### src/mswps_pkg.sv
// Types, constants and the note mapping function of the square-wave synthesizer.
`timescale 1ns / 1ps
`default_nettype none
package mswps_pkg;

  localparam int PHASE_W = 16;
  localparam int LEVEL_W = 5;

  typedef enum logic [1:0] {
    OP_TICK     = 2'd0,
    OP_NOTE_ON  = 2'd1,
    OP_NOTE_OFF = 2'd2
  } opcode_t;

  typedef struct packed {
    logic capture;
    logic write_event;
    logic sweep_step;
    logic load_out;
  } dp_cmd_t;

  typedef struct packed {
    logic ch_in_range;
    logic sweep_last;
  } dp_status_t;

  function automatic logic [15:0] octave_entry(input logic [3:0] idx);
    logic [15:0] val;
    case (idx)
      4'd0:    val = 16'h7E6F;
      4'd1:    val = 16'h7757;
      4'd2:    val = 16'h70A3;
      4'd3:    val = 16'h6A51;
      4'd4:    val = 16'h645A;
      4'd5:    val = 16'h5EB8;
      4'd6:    val = 16'h5967;
      4'd7:    val = 16'h5462;
      4'd8:    val = 16'h4FA5;
      4'd9:    val = 16'h4B2E;
      4'd10:   val = 16'h46F5;
      4'd11:   val = 16'h42F9;
      default: val = 16'h0000;
    endcase
    return val;
  endfunction

  // Distance below the top note is split into octave and semitone with a
  // reciprocal multiply by 171/2048, exact for distances up to 129.
  function automatic logic [15:0] note_to_step(input logic [6:0] note);
    logic [7:0]  span;
    logic [15:0] prod;
    logic [3:0]  octave;
    logic [7:0]  semi;
    logic [15:0] base;
    span   = 8'd131 - {1'b0, note};
    prod   = 16'(span) * 16'd171;
    octave = prod[14:11];
    semi   = span - 8'({4'd0, octave} * 8'd12);
    if (note <= 7'd1) begin
      base = {9'd0, note};
    end else begin
      base = octave_entry(semi[3:0]) >> octave;
    end
    return {base[14:0], 1'b0};
  endfunction

endpackage
`default_nettype wire

### src/mswps_if.sv
// Valid/ready channel interfaces for the synthesizer's event input and sample output.
`timescale 1ns / 1ps
`default_nettype none
interface mswps_in_if;
  logic       valid;
  logic       ready;
  logic [1:0] opcode;
  logic [3:0] channel;
  logic [6:0] note;

  modport source (output valid, output opcode, output channel, output note, input ready);
  modport sink (input valid, input opcode, input channel, input note, output ready);
endinterface

interface mswps_out_if;
  logic       valid;
  logic       ready;
  logic [4:0] sample_level;

  modport source (output valid, output sample_level, input ready);
  modport sink (input valid, input sample_level, output ready);
endinterface
`default_nettype wire

### src/mswps_datapath.sv
// Datapath: per-channel phase and step registers, sweep counter, level accumulator.
`timescale 1ns / 1ps
`default_nettype none
module mswps_datapath #(
  parameter int NUM_CHANNELS = 16
) (
  input  wire logic                 clk,
  input  wire logic                 rst_n,
  input  wire mswps_pkg::dp_cmd_t   cmd,
  output mswps_pkg::dp_status_t     status,
  input  wire logic [1:0]           in_opcode,
  input  wire logic [3:0]           in_channel,
  input  wire logic [6:0]           in_note,
  output logic [4:0]                out_level
);

  localparam int CH_W = (NUM_CHANNELS > 1) ? $clog2(NUM_CHANNELS) : 1;

  logic [15:0]     phase_r [NUM_CHANNELS];
  logic [15:0]     step_r  [NUM_CHANNELS];
  logic [CH_W-1:0] hi_r;
  logic [CH_W-1:0] cnt_r;
  logic [4:0]      acc_r;
  logic [CH_W-1:0] ev_ch_r;
  logic [15:0]     ev_step_r;
  logic [4:0]      level_r;

  logic [15:0] phase_sum;
  logic [4:0]  level_nxt;

  assign phase_sum = phase_r[cnt_r] + step_r[cnt_r];
  assign level_nxt = acc_r + {4'd0, phase_sum[15]};

  assign status.ch_in_range = ({1'b0, in_channel} < 5'(NUM_CHANNELS));
  assign status.sweep_last  = (cnt_r == hi_r);
  assign out_level          = level_r;

  always_ff @(posedge clk) begin
    if (!rst_n) begin
      for (int i = 0; i < NUM_CHANNELS; i++) begin
        phase_r[i] <= '0;
        step_r[i]  <= '0;
      end
      hi_r  <= '0;
      cnt_r <= '0;
      acc_r <= '0;
    end else begin
      if (cmd.write_event) begin
        phase_r[ev_ch_r] <= '0;
        step_r[ev_ch_r]  <= ev_step_r;
        if (ev_ch_r > hi_r) begin
          hi_r <= ev_ch_r;
        end
      end
      if (cmd.sweep_step) begin
        phase_r[cnt_r] <= phase_sum;
        if (cnt_r == hi_r) begin
          cnt_r <= '0;
          acc_r <= '0;
        end else begin
          cnt_r <= CH_W'(cnt_r + 1'b1);
          acc_r <= level_nxt;
        end
      end
    end
  end

  always_ff @(posedge clk) begin
    if (cmd.capture) begin
      ev_ch_r <= in_channel[CH_W-1:0];
      if (in_opcode == mswps_pkg::OP_NOTE_ON) begin
        ev_step_r <= mswps_pkg::note_to_step(in_note);
      end else begin
        ev_step_r <= '0;
      end
    end
    if (cmd.load_out) begin
      level_r <= level_nxt;
    end
  end

endmodule
`default_nettype wire

### src/mswps_ctrl.sv
// Controller: sequences event writes and tick sweeps and owns the output valid flag.
`timescale 1ns / 1ps
`default_nettype none
module mswps_ctrl (
  input  wire logic                  clk,
  input  wire logic                  rst_n,
  input  wire logic                  in_valid,
  output logic                       in_ready,
  input  wire logic [1:0]            in_opcode,
  output logic                       out_valid,
  input  wire logic                  out_ready,
  input  wire mswps_pkg::dp_status_t status,
  output mswps_pkg::dp_cmd_t         cmd
);

  typedef enum logic [2:0] {
    S_IDLE  = 3'b001,
    S_EVENT = 3'b010,
    S_SWEEP = 3'b100
  } state_t;

  state_t state_r, state_nxt;
  logic   out_valid_r, out_valid_nxt;
  logic   out_free;

  assign out_free  = !out_valid_r || out_ready;
  assign out_valid = out_valid_r;
  assign in_ready  = (state_r == S_IDLE);

  always_comb begin
    state_nxt = state_r;
    cmd       = '0;
    unique case (state_r)
      S_IDLE: begin
        if (in_valid) begin
          cmd.capture = 1'b1;
          if (in_opcode == mswps_pkg::OP_TICK) begin
            state_nxt = S_SWEEP;
          end else if ((in_opcode == mswps_pkg::OP_NOTE_ON ||
                        in_opcode == mswps_pkg::OP_NOTE_OFF) && status.ch_in_range) begin
            state_nxt = S_EVENT;
          end
        end
      end
      S_EVENT: begin
        cmd.write_event = 1'b1;
        state_nxt       = S_IDLE;
      end
      S_SWEEP: begin
        if (!status.sweep_last) begin
          cmd.sweep_step = 1'b1;
        end else if (out_free) begin
          cmd.sweep_step = 1'b1;
          cmd.load_out   = 1'b1;
          state_nxt      = S_IDLE;
        end
      end
      default: begin
        state_nxt = S_IDLE;
      end
    endcase
  end

  always_comb begin
    if (cmd.load_out) begin
      out_valid_nxt = 1'b1;
    end else if (out_ready) begin
      out_valid_nxt = 1'b0;
    end else begin
      out_valid_nxt = out_valid_r;
    end
  end

  always_ff @(posedge clk) begin
    if (!rst_n) begin
      state_r     <= S_IDLE;
      out_valid_r <= 1'b0;
    end else begin
      state_r     <= state_nxt;
      out_valid_r <= out_valid_nxt;
    end
  end

endmodule
`default_nettype wire

### src/midi_square_wave_polysynth_core.sv
// Top level of the polyphonic square-wave synthesizer.
// Usage:
//   in_if carries one item per event: opcode tick, note on or note off, with a
//   channel and a MIDI note. out_if carries one sample_level item per tick.
//   A note on or note off to a channel inside NUM_CHANNELS takes the accept
//   cycle and then a write cycle. Other non-tick items end in the accept
//   cycle. A tick is accepted and then sweeps channels 0 to H, where H is the
//   highest channel that a note on or note off has written since reset: the
//   sweep updates one channel's phase per cycle through a single adder, and
//   its last step loads the output register.
//   The output register holds a finished sample while new events are taken.
//   If a second tick finishes its sweep while that sample still waits, the
//   sweep holds at its last channel and in_if.ready stays low until
//   out_if.ready takes the waiting item.
//   Synchronous reset clears all phases, steps and the highest channel mark,
//   drops out_if.valid and leaves the block ready for input.
`timescale 1ns / 1ps
`default_nettype none
module midi_square_wave_polysynth_core #(
  parameter int NUM_CHANNELS = 16
) (
  input wire logic   clk,
  input wire logic   rst_n,
  mswps_in_if.sink   in_if,
  mswps_out_if.source out_if
);

  mswps_pkg::dp_cmd_t    cmd;
  mswps_pkg::dp_status_t status;
  logic                  in_ready;
  logic                  out_valid;
  logic [4:0]            out_level;

  mswps_ctrl u_ctrl (
    .clk       (clk),
    .rst_n     (rst_n),
    .in_valid  (in_if.valid),
    .in_ready  (in_ready),
    .in_opcode (in_if.opcode),
    .out_valid (out_valid),
    .out_ready (out_if.ready),
    .status    (status),
    .cmd       (cmd)
  );

  mswps_datapath #(
    .NUM_CHANNELS (NUM_CHANNELS)
  ) u_datapath (
    .clk        (clk),
    .rst_n      (rst_n),
    .cmd        (cmd),
    .status     (status),
    .in_opcode  (in_if.opcode),
    .in_channel (in_if.channel),
    .in_note    (in_if.note),
    .out_level  (out_level)
  );

  assign in_if.ready         = in_ready;
  assign out_if.valid        = out_valid;
  assign out_if.sample_level = out_level;

endmodule
`default_nettype wire

### src/flat_wrapper.sv
// flat-port wrapper written by rule: the top's interface ports become plain ports
module midi_square_wave_polysynth_core_flat 
#(
  parameter int NUM_CHANNELS = 16
)
  (clk, rst_n, in_if_valid, in_if_opcode, in_if_channel, in_if_note, in_if_ready, out_if_valid, out_if_sample_level, out_if_ready);
  mswps_in_if in_if_i ();
  mswps_out_if out_if_i ();
  input wire logic clk;
  input wire logic rst_n;
  input wire logic [$bits(in_if_i.valid)-1:0] in_if_valid;
  input wire logic [$bits(in_if_i.opcode)-1:0] in_if_opcode;
  input wire logic [$bits(in_if_i.channel)-1:0] in_if_channel;
  input wire logic [$bits(in_if_i.note)-1:0] in_if_note;
  output wire logic [$bits(in_if_i.ready)-1:0] in_if_ready;
  output wire logic [$bits(out_if_i.valid)-1:0] out_if_valid;
  output wire logic [$bits(out_if_i.sample_level)-1:0] out_if_sample_level;
  input wire logic [$bits(out_if_i.ready)-1:0] out_if_ready;
  assign in_if_i.valid = in_if_valid;
  assign in_if_i.opcode = in_if_opcode;
  assign in_if_i.channel = in_if_channel;
  assign in_if_i.note = in_if_note;
  assign in_if_ready = in_if_i.ready;
  assign out_if_valid = out_if_i.valid;
  assign out_if_sample_level = out_if_i.sample_level;
  assign out_if_i.ready = out_if_ready;
  midi_square_wave_polysynth_core #(.NUM_CHANNELS(NUM_CHANNELS)) u_core (.clk(clk), .rst_n(rst_n), .in_if(in_if_i), .out_if(out_if_i));
endmodule
### config.mk
export PLATFORM = sky130hd
export DESIGN_NAME = midi_square_wave_polysynth_core_flat
export DESIGN_NICKNAME = d
export VERILOG_FILES = /design/src/mswps_pkg.sv /design/src/mswps_if.sv /design/src/mswps_datapath.sv /design/src/mswps_ctrl.sv /design/src/midi_square_wave_polysynth_core.sv /design/src/flat_wrapper.sv
export SDC_FILE = /design/constraint.sdc
export NUM_CORES = 1
export LEC_CHECK = 0
export BUFFER_PORTS_ARGS = -buffer_cell sky130_fd_sc_hd__buf_2
export CAP_MARGIN = 25
export CORE_ASPECT_RATIO = 2
export CORE_MARGIN = 2
export CORE_UTILIZATION = 33
export DETAILED_ROUTE_END_ITERATION = 16
export PLACE_DENSITY_LB_ADDON = 0.2
export REMOVE_ABC_BUFFERS = 1
export SLEW_MARGIN = 20
export SYNTH_ARGS = -nofsm -noshare
export SYNTH_HDL_FRONTEND = slang
export SYNTH_SLANG_ARGS = --single-unit
### constraint.sdc
create_clock -name clk -period 10.38 [get_ports clk]
set_clock_uncertainty 0.05 [all_clocks]
set_input_delay 2.076 -clock clk [delete_from_list [all_inputs] [get_ports clk]]
set_output_delay 2.076 -clock clk [all_outputs]
set_load 0.05 [all_outputs]
==> metrics <==
CTS clk-pin slew, worst paths=roughly 0.07 ns; vias in the first global route=roughly 17,000; Slowest-stage cell, CP=ha_1; crit path launch type=primary input; Fillers=around 7,600; First DRT Iteration DRCs=about 1,000; drt wl/cell=25.9 um; Slew @ Worst Pin=1.03 ns; Fmax=112 MHz; hpwl dp=roughly 57 mm; met3 WL=around 1.9 mm; global-route wire length before repair=roughly 110 mm; Yosys cell types=roughly 80; largest net degree at the start of global routing=between 50 and 60; most frequent cells in the layout=edfxtp_1 (504), nor2_1 (271), and2_1 (235), mux4_2 (150), nand2_1 (94); CP arrival=a little over 9 ns; fin. max-slew vios=0; post-route ant nets=0; Top Ports=24; Overall Power=between 5 and 6 mW; Syn. warnings=0; Syn Inst Count=approximately 1,900; register area share after synthesis=about three fifths; drt first pass iters=5; met2 WL=roughly 47 mm; total negative slack=0 ns; final setup vio count=0; # resized after CTS=0; Fin. Hold Viols=0; chip height=between 400 and 500 um; Seq cells post-synth=approximately 530; global placement routability congestion=slightly above 0.8; Power per Cell Area=approximately 190 nW/um^2; worst vdd ir=approximately 0.22 mV; Post-Route WL=about 77 mm; detailed-route via count=roughly 15,000; clock root buffer=clkbuf_16; Static Leak=10.0 nW; Req. time, crit path=approximately 11 ns; CP bufs+invs=5; delay-heaviest family, CP=adder cells; drt drc=0; CTS Buffer Depth=3; status=finished clean; Die X-Extent=roughly 200 um; M1 WL=approximately 23 mm; GRT Residual Overflow=0; delay of the slowest critical-path stage=about 0.53 ns; CP max FO=11; Worst slew margin=~31%; max-cap viol count=0; fin crit share=approximately 86%; fin nets=2,001; Vias/cell=about 5.2; Hold Crit Class=reg2reg; WS Path Type=in2reg; clock tree from TritonCTS=done; most frequently used flop master after synthesis=edfxtp_1; RSZ-0062 raised after global routing=false; Die ar.=81,800 um^2; highest routed layer=met4; # clock sinks=525; minimum clock period=~8.9 ns; Post-synth EDFFs=504; Mapped Area=about 26,000 um^2; starting density of the core=around a third; number of diodes=0; Setup crit end kind=flip-flop; initial antenna violation count=0; CTS H-tree lvls=2; post-CTS setup buffer count=0; asr flop ratio synth=0%; row cnt=146; CTS Buf Count=45; commonest non-fill, non-tap cell in the layout=edfxtp_1; Core ar.=~79,000 um^2; syn_area_per_cell=around 14 um^2; Area Overhead vs Synth=10.0%; layout cell share with drive strength beyond 1=16.3%; Worst path most repeated cell=ha_1; Hold Slack=roughly 0.44 ns; worst skew pair latency=around 0.6 ns; overall routing resource usage=19.2%; CTS Hold Bufs=0; Port Buffer Count=23
## report_power, final
part	leakage, nW	switching, mW	internal, mW
logic	3.98	0.933	0.498
clock network	0.673	0.788	0.876
registers	5.35	0.109	2.41
## tightest hold or removal path, delay by kind of cell (launching register included)
| family | cells | cell delay, ns |
|---|---|---|
| DFF | 1 | 0.31 |
| AOI/OAI and AO/OA | 1 | 0.07 |
| and+or+nand+nor | 1 | 0.06 |
## Yosys cell counts (all sizes together), types with 3 or more instances
cell type	count	area (um^2)
xnor2	23	216
a211o	5	43.8
o211a	4	40.0
nand4	5	31.3
mux2i	9	90.1
a221oi	4	35.0
nor3	42	226
edfxtp	504	15100
or2	3	18.8
fa	12	240
xor2	14	149
buf	57	294
nor4	4	31.3
a21o	6	45.0
a21oi	32	171
clkbuf	74	279
inv	59	221
nand2	94	353
or3	5	31.3
ha	72	901
and3	18	113
and2	235	1470
o22ai	6	43.8
a21boi	7	52.6
o31ai	6	45.0
a2111oi	3	32.5
o21bai	3	22.5
o21a	4	30.0
o211ai	8	60.1
a31oi	8	50.1
mux4	150	3380
o2111ai	3	26.3
nor2b	10	62.6
dfxtp	21	420
nand3	28	140
nand2b	10	62.6
o21ai	49	260
a211oi	5	47.5
nor2	276	1040
## registers in the layout (all words and copies together), names as in the netlist, named ones only
register,cells
u_core.u_datapath.phase_r,240
u_core.u_datapath.step_r,240
u_core.u_datapath.ev_step_r,15
u_core.u_datapath.acc_r,5
u_core.u_datapath.out_level,5
u_core.u_datapath.cnt_r,4
u_core.u_datapath.ev_ch_r,4
u_core.u_datapath.hi_r,4
u_core.u_ctrl.state_r,3
u_core.u_ctrl.out_valid,1
## per-stage QoR
step / util, % / setup slack (ns) / cell area (um^2) / instances
2_1_floorplan: - / 0.597 / 25600 / 1778
3_3_place_gp: 34.7 / 0.951 / 27400 / 2885
5_1_grt: 36.5 / 1.02 / 28800 / 2968
3_5_place_dp: 34.8 / 0.906 / 27400 / 2889
4_1_cts: 36.5 / 1.52 / 28800 / 2968
6_report: 36.5 / 1.47 / 28800 / 2968
## area by class of cell
class / instances / area [um^2] / share of cell area [%]
clock buffers: 57 / 1210 / 4.21
clock inverters: 22 / 154 / 0.534
inverters: 59 / 221 / 0.769
multi-input cells: 1194 / 9850 / 34.2
flip-flops and latches: 525 / 15600 / 54.0
well taps: 1036 / 1300 / 4.50
repair buffers: 75 / 505 / 1.75
## cell families (layout without fill, tap and decap cells)
logic type	after synthesis	count (layout)	synth area share, %
compound gates	173	173	4.52
xor+xnor	37	37	1.40
fa+ha+maj	84	84	4.36
buf+inv	190	213	3.03
flops	525	525	59.4
mux	160	160	13.3
simple gates	740	740	14.0
## metal layers
layer | vias to the layer above | track usage (%)
met2 | 334 | 40.5
met5 | - | 0
li1 | 7008 | -
met1 | 7952 | 17.1
met4 | 0 | 10.6
met3 | 148 | 1.42
## path summary, 6_finish.rpt
kind                                           start                                      endpoint  slack, ns  depth (start not counted)
max                                    in_if_note[2]  u_core.u_datapath.ev_step_r[2]$_SDFFCE_PP0P_       1.47                         26
min          u_core.u_datapath.acc_r[0]$_SDFFE_PN0P_       u_core.u_datapath.acc_r[0]$_SDFFE_PN0P_       0.44                          2
max reg2reg                                flip-flop       u_core.u_datapath.acc_r[4]$_SDFFE_PN0P_       3.01                         21
min reg2reg  u_core.u_datapath.acc_r[0]$_SDFFE_PN0P_       u_core.u_datapath.acc_r[0]$_SDFFE_PN0P_       0.44                          2
No activity file was read; power rests on OpenSTA's default activity.
